[config.mk]
export PLATFORM = sky130hd
export DESIGN_NAME = bhaf_queue
export DESIGN_NICKNAME = d
export VERILOG_FILES = /design/src/hdl/bhaf_pkg.sv /design/src/hdl/bhaf_queue.sv
export SDC_FILE = /design/constraint.sdc
export NUM_CORES = 1
export LEC_CHECK = 0
export CORE_UTILIZATION = 61
export DETAILED_ROUTE_END_ITERATION = 16
export DONT_BUFFER_PORTS = 1
export PLACE_DENSITY_LB_ADDON = 0.12
export REMOVE_ABC_BUFFERS = 1
export SLEW_MARGIN = 10
export SYNTH_ARGS = -nofsm -noshare
export SYNTH_HDL_FRONTEND = slang
export SYNTH_SLANG_ARGS = --single-unit
[constraint.sdc]
create_clock -name clk -period 6.3 [get_ports clk]
set_input_delay 0.945 -clock clk [delete_from_list [all_inputs] [get_ports clk]]
set_output_delay 0.945 -clock clk [all_outputs]
set_load 0.05 [all_outputs]
[src/hdl/bhaf_pkg.sv]
// Shared types, codes and constants of the byte histogram core.
// No dependencies.
`default_nettype none

package bhaf_pkg;

  localparam int NUM_BINS_DEF    = 256;
  localparam int COUNT_WIDTH_DEF = 32;

  localparam int BYTE_W      = 8;
  localparam int OUT_W       = 32;
  localparam int FREQ_FRAC   = 16;
  localparam int FREQ_W      = FREQ_FRAC + 1;
  localparam int CFG_IDX_W   = 3;
  localparam int CFG_DATA_W  = 64;
  localparam int MASK_W      = 64;
  localparam int NUM_MASKS   = 4;
  localparam int MASK_SEL_W  = 2;
  localparam int MASK_BIT_W  = 6;
  localparam int QUEUE_DEPTH = 4;

  localparam logic [BYTE_W-1:0] UPPER_FIRST = 8'd65;
  localparam logic [BYTE_W-1:0] UPPER_LAST  = 8'd90;
  localparam logic [BYTE_W-1:0] CASE_OFFSET = 8'd32;
  localparam logic [BYTE_W-1:0] LOWER_FIRST = UPPER_FIRST + CASE_OFFSET;
  localparam logic [BYTE_W-1:0] LOWER_LAST  = UPPER_LAST + CASE_OFFSET;

  localparam logic [FREQ_W-1:0] FREQ_ONE = FREQ_W'(1) << FREQ_FRAC;

  localparam logic [1:0] ACT_CLEAR = 2'd0;
  localparam logic [1:0] ACT_COUNT = 2'd1;
  localparam logic [1:0] ACT_READ  = 2'd2;

  localparam logic [CFG_IDX_W-1:0] REG_TEXT_MODE      = 3'd0;
  localparam logic [CFG_IDX_W-1:0] REG_CASE_SENSITIVE = 3'd1;
  localparam logic [CFG_IDX_W-1:0] REG_MASK_0         = 3'd2;
  localparam logic [CFG_IDX_W-1:0] REG_MASK_1         = 3'd3;
  localparam logic [CFG_IDX_W-1:0] REG_MASK_2         = 3'd4;
  localparam logic [CFG_IDX_W-1:0] REG_MASK_3         = 3'd5;

  typedef enum logic [1:0] {
    OP_CLEAR,
    OP_COUNT,
    OP_READ
  } op_t;

  typedef enum logic [1:0] {
    DIV_IDLE,
    DIV_RUN,
    DIV_HOLD
  } div_state_t;

  typedef struct packed {
    logic [1:0]        action;
    logic [BYTE_W-1:0] byte_value;
  } req_t;

  typedef struct packed {
    logic [OUT_W-1:0]  bin_count;
    logic [OUT_W-1:0]  total_bytes;
    logic [FREQ_W-1:0] frequency;
  } rsp_t;

  typedef struct packed {
    op_t               op;
    logic [BYTE_W-1:0] bin;
    logic              in_range;
  } cmd_t;

  typedef struct packed {
    logic busy;
    logic done;
  } div_status_t;

endpackage

`default_nettype wire

[src/hdl/bhaf_queue.sv]
// Short command queue between the front end and the histogram engine.
// Depends on bhaf_pkg.
`default_nettype none

module bhaf_queue (
  input  logic           clk,
  input  logic           rst,
  input  logic           in_valid,
  output logic           in_ready,
  input  bhaf_pkg::cmd_t in_cmd,
  output logic           out_valid,
  input  logic           out_ready,
  output bhaf_pkg::cmd_t out_cmd
);
  import bhaf_pkg::*;

  localparam int PTR_W = $clog2(QUEUE_DEPTH);
  localparam int CNT_W = $clog2(QUEUE_DEPTH + 1);

  cmd_t             entries [QUEUE_DEPTH];
  logic [PTR_W-1:0] wr_ptr;
  logic [PTR_W-1:0] rd_ptr;
  logic [CNT_W-1:0] fill;
  logic             push;
  logic             pop;

  assign in_ready  = fill != CNT_W'(QUEUE_DEPTH);
  assign out_valid = fill != '0;
  assign out_cmd   = entries[rd_ptr];
  assign push      = in_valid && in_ready;
  assign pop       = out_valid && out_ready;

  always_ff @(posedge clk) begin
    if (rst) begin
      wr_ptr <= '0;
      rd_ptr <= '0;
      fill   <= '0;
    end else begin
      if (push) begin
        wr_ptr <= (wr_ptr == PTR_W'(QUEUE_DEPTH - 1)) ? '0 : wr_ptr + 1'b1;
      end
      if (pop) begin
        rd_ptr <= (rd_ptr == PTR_W'(QUEUE_DEPTH - 1)) ? '0 : rd_ptr + 1'b1;
      end
      if (push && !pop) begin
        fill <= fill + 1'b1;
      end else if (pop && !push) begin
        fill <= fill - 1'b1;
      end
    end
  end

  always_ff @(posedge clk) begin
    if (push) begin
      entries[wr_ptr] <= in_cmd;
    end
  end

endmodule

`default_nettype wire

* Yosys cells after proc, flatten, opt, wreduce, memory -nomap -nowiden
Memories as Yosys holds them, arrays and structs flattened. A register that Yosys moved wholly into a read port is not among the register bits.
Index checks and enable logic that the tools add are counted.
** Cells by class
- Add/subtract/negate cells :: 4
- Multipliers :: 0
- Div/mod/pow operators :: 0
- Order comparisons :: 0
- Eq/ne operators :: 3
- Shifts and indexed selects :: 0
- Multiplexer cells :: 8
- Bitwise logic cells :: 0
- Reductions and logical operators :: 8
** Operator list (number)
- 2-to-1 mux 2 bit :: 4
- 2-to-1 mux 3 bit :: 2
- adder 2 x 1 -> 2 bit, second input constant :: 2
- equality test 2 bit, second input constant :: 2
- logical AND 1 bit :: 4
- adder 3 x 1 -> 3 bit, second input constant :: 1
- != test 3 bit, second input constant :: 1
- nonzero test 3 bit :: 1
- subtractor 3 x 1 -> 3 bit, second input constant :: 1
- logical NOT 1 bit :: 2
- 2-to-1 mux 1 bit :: 2
- nonzero test 2 bit :: 1
** Storage, ports and cells
- Bits in registers :: 7
- Bits in latches :: 0
- Bits in writable memories :: 44
- ROM bits :: 0
- Input port bits :: 15
- Memories kept :: 1
** Memories
- entries :: depth 4, width 11, rd ports 1, clocked after memory_dff 1, wr ports 1, line bhaf_queue.sv:20 : cmd_t entries [QUEUE_DEPTH];

* Depth between registers and ports, before layout
Gate-level depths: netlist of the first run.
- Depth in word-level cells :: 6
- Gate-level depth with buffers :: 9

* Worst setup path before layout of the first run
No wires, ideal clock.
- Kind :: input to register
- From :: input out_ready
- To :: register fill[2]
- Arrival time :: 2.398 ns
- Path slack :: 3.831 ns
- Cell stages on the path :: 7
- Path buffers :: 0
- Cell sequence :: o31ai_1 ha_1 inv_1 fa_1 xor2_1 or3_2 a21oi_1
** On the way
- Longest elaborated chain between the ends :: 4
- Elaborated cells between the ends (all ways) :: 6
** Ends and longest elaborated chain
- from (decl) :: line bhaf_queue.sv:12 : input logic out_ready,
- logical AND 1 bit * :: line bhaf_queue.sv:31 : assign pop = out_valid && out_ready;
- logical NOT 1 bit :: line bhaf_queue.sv:45 : if (push && !pop) begin
- logical AND 1 bit :: line bhaf_queue.sv:45
- 2-to-1 mux 3 bit or nonzero test 2 bit (tied branches)
- to (signal assigned) :: line bhaf_queue.sv:46 : fill <= fill + 1'b1;
- to (signal assigned) :: line bhaf_queue.sv:48 : fill <= fill - 1'b1;
- to (decl) :: line bhaf_queue.sv:23 : logic [CNT_W-1:0] fill;
Every way passes the cells marked *; elsewhere a longest branch is shown, timed or not.
A chain may end at the register's enable or synchronous reset.

==> flow_metrics.env, run 1 <==
export IMPL_run_status="finished clean"
export IMPL_vdd_ir_drop_max_mv=0.418
export IMPL_finalCritPeriodShare=0.455
export IMPL_yosys_register_bits=53
export IMPL_finalWorstPathRequiredPeriod_ns=2.87
export IMPL_core_area_um2=3130
export IMPL_routedWlPerCell_um=19.4
export IMPL_cts_root_buffer_cell="sky130_fd_sc_hd__clkbuf_4"
export IMPL_totalPowerFinal_uw=934
export IMPL_syn_mean_instance_area_um2=19.6
export IMPL_core_rowCount=20
export IMPL_n_antenna_cell=0
export IMPL_cts_hold_buffers=0
export IMPL_first_global_vias=931
export IMPL_most_common_cell_after_layout_fill_and_taps_aside="sky130_fd_sc_hd__edfxtp_1"
export IMPL_timing_critical_path_to_type="output port"
export IMPL_drt_pre_antenna_iters=4
export IMPL_maxSlewHeadroom=0.530
export IMPL_post_route_cells_drive_above_1_share=0.229
export IMPL_initialDrtViolationCount=64
export IMPL_clock_skew_ns=0.00688
export IMPL_fillCellCount=210
export IMPL_die_area_um2=3620
export IMPL_yosys_cell_types_count=25
export IMPL_grt_usage=0.191
export IMPL_finalHoldViolCount=0
export IMPL_initial_core_util=0.659
export IMPL_first_pass_grt_wire_length_um=4570
export IMPL_detail_route_wirelength_um=2980
export IMPL_fmax_mhz=349
export IMPL_unrepaired_setup_endpoints_after_global_routing="false"
export IMPL_timing_hold_worst_class="flop to flop"
export IMPL_worstPathCellList="mux4_2"
export IMPL_data_arrival_time_of_the_worst_path_ns=1.92
export IMPL_layout_cells_most_common_list="sky130_fd_sc_hd__edfxtp_1 (44), sky130_fd_sc_hd__mux4_2 (11), sky130_fd_sc_hd__dfxtp_1 (9), sky130_fd_sc_hd__ha_1 (6), sky130_fd_sc_hd__clkbuf_4 (5)"
export IMPL_fin_hold_ws_ns=0.501
export IMPL_finalWorstSetupSlack_ns=3.43
export IMPL_critPathMaxStageDelay_ns=0.80
export IMPL_routabilityCongestion=0.715
export IMPL_synthesis_yosys_warnings=0
export IMPL_hpwlAfterDp_um=2040
export IMPL_numnets_final=130
export IMPL_drv_cap=0
export IMPL_slowest_stage="sky130_fd_sc_hd__dfxtp_1"
export IMPL_antenna_violations_before_repair=0
export IMPL_cp_top_family="flip-flops"
export IMPL_via_count=916
export IMPL_post_route_drc_violation_count=0
export IMPL_seq_area_frac_synth=0.728
export IMPL_place_worst_setup_slack_ns=3.67
export IMPL_layout_cells_non_filler=153
export IMPL_cell_pwr_density_nw_per_um2=429
export IMPL_timing_setup_critical_path_class="flop to output port"
export IMPL_ctsResizeCount=0
export IMPL_final_setup_viol_count=0
export IMPL_worst_setup_hold_path_clk_slew_ns=0.13
export IMPL_dpl_instance_area_um2=2100
export IMPL_flow_area_growth_from_synthesis_pct=5.46
export IMPL_cts_buffers_inserted=5
export IMPL_avgViaCountPerCell=5.99
export IMPL_cts_tree="yes"
export IMPL_multi_input_comb_area_um2=532
export IMPL_netlist_instances=105
export IMPL_post_cts_repair_setup_buffers=0
export IMPL_postLayoutCoreUtil=0.695
export IMPL_syn_area_um2=2060
export IMPL_critical_path_buf_inv_count=0
export IMPL_finalMaxSlewViolations=0
export IMPL_htree_num_levels=2
export IMPL_ant_nets=0
export IMPL_leakage_nw=0.728
export IMPL_clock_sinks=53
export IMPL_fp_dieW_um=60.1
export IMPL_grt_start_max_net_pins=16
export IMPL_cp_start_kind="flop"
export IMPL_cts_buffer_depth=2
export IMPL_critPathMaxFanout=11
export IMPL_place_port_buffers=0
export IMPL_place_detailed_instances=145
export IMPL_worstSkewPairLatency_ns=0.35
export IMPL_max_slew_worst_pin_slew_ns=0.704
export IMPL_die_height_um=60.1
export IMPL_final_seq_area_um2=1500
export IMPL_required_time_of_the_critical_path_ns=5.35
export IMPL_post_route_cell_area_um2=2170
export IMPL_design_portCount=28
export IMPL_setup_total_negative_slack_ns=0
export IMPL_gr_total_overflow=0
-- kinds of logic after synthesis --
| group | count (synthesis) | share of synthesized area |
|---|---|---|
| compound gates | 5 | 0.0170 |
| xor+xnor | 2 | 0.00850 |
| fa+ha+maj | 7 | 0.0461 |
| buf+inv | 7 | 0.0140 |
| flops | 53 | 0.728 |
| mux | 14 | 0.135 |
| simple gates | 17 | 0.0516 |
-- final timing paths --
check | slack, ns | start | depth (start not counted) | endpoint
setup / recovery | 3.43 | flop | 1 | out_cmd[8]
hold / removal | 0.50 | rd_ptr[0] | 2 | flop
setup reg to reg | 3.64 | fill[0] | 8 | fill[2]
hold reg to reg | 0.50 | rd_ptr[0] | 2 | flop
-- state kept, by name (all words and copies together) (netlist names), named ones only --
| register | cells |
|---|---|
| entries | 44 |
| fill | 3 |
| rd_ptr | 2 |
| wr_ptr | 2 |
-- final cells by class --
cell class                 count  share of cell area
tap                           44              0.0253
clock buffer                   6              0.0190
clock inverter                 2              0.0155
sequential                    53               0.690
multi-input combinational     45               0.245
inverter                       3             0.00518
-- Yosys cell counts --
cell | number | area, um2
sky130_fd_sc_hd__nand3_1 | 1 | 5.00
sky130_fd_sc_hd__nor3_1 | 1 | 5.00
sky130_fd_sc_hd__and3_2 | 4 | 30.0
sky130_fd_sc_hd__fa_1 | 1 | 20.0
sky130_fd_sc_hd__clkbuf_2 | 1 | 5.00
sky130_fd_sc_hd__nand2b_1 | 2 | 12.5
sky130_fd_sc_hd__o31ai_1 | 1 | 7.51
sky130_fd_sc_hd__nand2_1 | 1 | 3.75
sky130_fd_sc_hd__xor2_1 | 2 | 17.5
sky130_fd_sc_hd__dfxtp_1 | 9 | 180
sky130_fd_sc_hd__and2_4 | 1 | 8.76
sky130_fd_sc_hd__or3_2 | 2 | 15.0
sky130_fd_sc_hd__or3b_1 | 1 | 8.76
sky130_fd_sc_hd__mux2i_1 | 3 | 30.0
sky130_fd_sc_hd__o21ai_0 | 1 | 5.00
sky130_fd_sc_hd__ha_1 | 6 | 75.1
sky130_fd_sc_hd__o31ai_2 | 1 | 12.5
sky130_fd_sc_hd__or3_1 | 1 | 6.26
sky130_fd_sc_hd__edfxtp_1 | 44 | 1320
sky130_fd_sc_hd__nor2_1 | 3 | 11.3
sky130_fd_sc_hd__mux4_2 | 11 | 248
sky130_fd_sc_hd__clkbuf_1 | 2 | 7.51
sky130_fd_sc_hd__a21oi_1 | 2 | 10.0
sky130_fd_sc_hd__buf_2 | 1 | 5.00
sky130_fd_sc_hd__inv_1 | 3 | 11.3
-- report_power, final --
group	total, mW	switching [mW]	internal, mW
combinational	0.290	0.199	0.0909
clock	0.176	0.0928	0.0827
sequential	0.468	0.0389	0.429
-- routing by layer --
metal | global-route usage | wire length (um) | vias to the layer above
li1 | - | - | 418
met1 | 0.238 | 1170 | 458
met2 | 0.297 | 1580 | 34
met3 | 0.0758 | 185 | 6
met4 | 0.0797 | 44 | 0
met5 | 0 | 0 | -
Note: power is estimated with default switching activity, not from simulation.
==> inputs of run 2 (changes only) <==
--- a/config.mk
+++ b/config.mk
@@ -5,7 +5,8 @@
 export SDC_FILE = /design/constraint.sdc
 export NUM_CORES = 1
 export LEC_CHECK = 0
-export CORE_UTILIZATION = 61
+export ABC_AREA = 1
+export CORE_UTILIZATION = 55
 export DETAILED_ROUTE_END_ITERATION = 16
 export DONT_BUFFER_PORTS = 1
 export PLACE_DENSITY_LB_ADDON = 0.12
==> constraint.sdc (replaced) <==
create_clock -name clk -period 2.4 [get_ports clk]
set_input_delay 0.36 -clock clk [delete_from_list [all_inputs] [get_ports clk]]
set_output_delay 0.36 -clock clk [all_outputs]
set_load 0.05 [all_outputs]
==> run 2 against run 1 <==
Wire length rose by 25%. Synthesized cell count rose by 68%. Flip-flop and latch count did not move. Design area rose by 11%. Global-route usage rose by 1.6 points. Register-to-register slack got worse by 3.2 ns. Total power rose to 3.3 times the previous value. Worst hold slack got worse by 0.37 ns. Sequential share of layout area fell by 6.8 points. Critical endpoint is now out_cmd[9]. Largest cell class unchanged.
==> flow_metrics.env, run 2 <==
export IMPL_finalCritPeriodShare=0.842
export IMPL_cell_pwr_density_nw_per_um2=1280
export IMPL_cts_buffer_depth=2
export IMPL_htree_num_levels=2
export IMPL_final_setup_viol_count=0
export IMPL_hpwlAfterDp_um=2440
export IMPL_finalMaxSlewViolations=0
export IMPL_seq_area_frac_synth=0.694
export IMPL_place_port_buffers=0
export IMPL_totalPowerFinal_mw=3.09
export IMPL_yosys_top_cells_area="sky130_fd_sc_hd__edfxtp_1 (61%), sky130_fd_sc_hd__dfxtp_1 (8.3%), sky130_fd_sc_hd__nor2_1 (6.4%)"
export IMPL_critPathMaxFanout=14
export IMPL_cp_start_kind="flop"
export IMPL_grt_start_max_net_pins=23
export IMPL_ant_nets=0
export IMPL_syn_mean_instance_area_um2=12.3
export IMPL_timing_critical_path_to_type="output port"
export IMPL_avgViaCountPerCell=5.44
export IMPL_yosys_area_share_simple=0.124
export IMPL_place_detailed_instances=234
export IMPL_timing_hold_worst_class="input pin to flop"
export IMPL_max_slew_worst_pin_slew_ns=0.497
export IMPL_unrepaired_setup_endpoints_after_global_routing="false"
export IMPL_initial_core_util=0.582
export IMPL_cp_top_family="flip-flops"
export IMPL_vdd_ir_drop_max_mv=0.737
export IMPL_first_global_vias=1343
export IMPL_routabilityCongestion=0.699
export IMPL_async_set_or_reset_flop_fraction_in_the_synthesized_netlist=0
export IMPL_required_time_of_the_critical_path_ns=2.04
export IMPL_primary_ff_master_synth="sky130_fd_sc_hd__edfxtp_1"
export IMPL_cts_hold_buffers=0
export IMPL_fp_dieW_um=64.7
export IMPL_clock_sinks=53
export IMPL_layout_cells_non_filler=242
export IMPL_most_common_cell_after_layout_fill_and_taps_aside="sky130_fd_sc_hd__edfxtp_1"
export IMPL_first_pass_grt_wire_length_um=6180
export IMPL_ctsResizeCount=0
export IMPL_maxSlewHeadroom=0.668
export IMPL_worstSkewPairLatency_ns=0.30
export IMPL_netlist_instances=176
export IMPL_drt_pre_antenna_iters=4
export IMPL_timing_setup_critical_path_class="flop to output port"
export IMPL_layout_cells_most_common_list="sky130_fd_sc_hd__edfxtp_1 (44), sky130_fd_sc_hd__nor2_1 (37), sky130_fd_sc_hd__o21ai_1 (18), sky130_fd_sc_hd__buf_4 (16)"
export IMPL_clock_skew_ns=0.00662
export IMPL_largest_reg_flops=44
export IMPL_yosysMostFrequentCell="sky130_fd_sc_hd__edfxtp_1"
export IMPL_synth_cell_count_leaders="sky130_fd_sc_hd__edfxtp_1 (44), sky130_fd_sc_hd__nor2_1 (37), sky130_fd_sc_hd__o21ai_1 (18)"
export IMPL_flow_area_growth_from_synthesis_pct=11.5
export IMPL_yosys_cell_types_count=22
export IMPL_core_rowCount=22
export IMPL_cts_tree="yes"
export IMPL_critical_path_buf_inv_count=2
export IMPL_cts_buffers_inserted=5
export IMPL_setup_total_negative_slack_ns=0
export IMPL_data_arrival_time_of_the_worst_path_ns=1.66
export IMPL_yosys_area_top_type="sky130_fd_sc_hd__edfxtp_1"
export IMPL_finalWorstPathRequiredPeriod_ns=2.02
export IMPL_numnets_final=215
export IMPL_gr_total_overflow=0
export IMPL_via_count=1317
export IMPL_die_area_um2=4190
export IMPL_post_route_cells_drive_above_1_share=0.175
export IMPL_regMostFlops="entries"
export IMPL_slowest_stage="sky130_fd_sc_hd__dfxtp_1"
export IMPL_post_synthesis_adder_cell_area_fraction=0.0439
export IMPL_antenna_violations_before_repair=0
export IMPL_top_regs="entries (44), fill (3)"
export IMPL_xor_and_xnor_area_share_after_synthesis=0.00405
export IMPL_post_route_drc_violation_count=0
export IMPL_synth_top_area_share=0.610
export IMPL_critical_path_top_cell_by_count="sky130_fd_sc_hd__buf_4"
export IMPL_cts_root_buffer_cell="sky130_fd_sc_hd__clkbuf_8"
export IMPL_synthesis_yosys_warnings=0
export IMPL_finalHoldViolCount=0
export IMPL_drv_cap=0
export IMPL_design_portCount=28
export IMPL_worst_setup_hold_path_clk_slew_ns=0.08
export IMPL_compound_gate_portion_of_the_synthesized_area=0.0896
export IMPL_routedWlPerCell_um=15.4
export IMPL_synth_edf_count=44
export IMPL_run_status="finished clean"
export IMPL_post_cts_repair_setup_buffers=0
export IMPL_critPathMaxStageDelay_ns=0.56
export IMPL_synthMuxAreaShare=0
export IMPL_die_height_um=64.7
export IMPL_syn_area_um2=2160
export IMPL_leakage_nw=0.910
export IMPL_core_area_um2=3720
export IMPL_worstPathCellList="buf_4 > o21ai_1 > o22ai_1 > buf_4"
export IMPL_detail_route_wirelength_um=3720
export IMPL_n_antenna_cell=0
export IMPL_initialDrtViolationCount=105
export IMPL_largest_family_of_logic_cells_by_synthesized_area="simple AND/OR/NAND/NOR gates"
export IMPL_grt_usage=0.207
export IMPL_yosys_register_bits=53
export IMPL_fmax_mhz=495
run 2: final timing paths:
kind                                 from          to  slack, ns  cells after the start
worst min register to register  rd_ptr[1]   rd_ptr[1]       0.55                      2
worst min-delay path                  rst     fill[0]       0.13                      1
worst max register to register    fill[0]     fill[2]       0.44                     12
worst max-delay path                 flop  out_cmd[9]       0.38                      4
run 2: logic make-up after synthesis:
group,Yosys count
xor gates and xnor gates,1
DFF,53
AOI/OAI and AO/OA,36
and+or+nand+nor,57
buffers and inverters,22
adders and majority gates,7
run 2: metal layers:
metal	routed length (um)	up-vias	global-route usage
met3	184	5	0.0546
li1	-	647	-
met5	0	-	0
met4	50	0	0.0972
met2	2000	28	0.357
met1	1480	637	0.239
run 2: through the flow:
step	hold slack, ns	setup slack (ns)	instance area [um2]	util
floorplan	0.432	0.407	2130	-
global placement	0.434	0.576	2310	0.621
detailed placement	0.438	0.499	2310	0.621
CTS	0.120	0.367	2410	0.649
global route	0.118	0.249	2410	0.649
finish	0.128	0.379	2410	0.649
run 2: report_power, final:
group	switching [mW]	internal, mW	leakage [nW]
Sequential	0.108	1.13	0.478
Clock	0.258	0.308	0.0528
Combinational	0.909	0.374	0.379
Total	1.27	1.82	0.910
run 2: layout make-up:
| cell class | count | area, um2 |
|---|---|---|
| repair buffers | 16 | 120 |
| clock buffers | 6 | 72.6 |
| flip-flops and latches | 53 | 1500 |
| fillers | 291 | 1300 |
| clock inverters | 2 | 33.8 |
| multi-input cells | 101 | 566 |
| well taps | 48 | 60.1 |
| inverters | 16 | 60.1 |
run 2: worst reg2reg max path, stage by stage (launching register included):
cell and delay (ns):
sky130_fd_sc_hd__dfxtp_1 0.46, sky130_fd_sc_hd__nor2_4 0.08, sky130_fd_sc_hd__nand2_4 0.18, sky130_fd_sc_hd__nand2_4 0.10
sky130_fd_sc_hd__inv_2 0.06, sky130_fd_sc_hd__ha_1 0.16, sky130_fd_sc_hd__inv_1 0.06, sky130_fd_sc_hd__fa_1 0.38
sky130_fd_sc_hd__nand2_1 0.13, sky130_fd_sc_hd__nand3_1 0.11, sky130_fd_sc_hd__nand2_1 0.07, sky130_fd_sc_hd__inv_1 0.03
sky130_fd_sc_hd__nor2_1 0.08
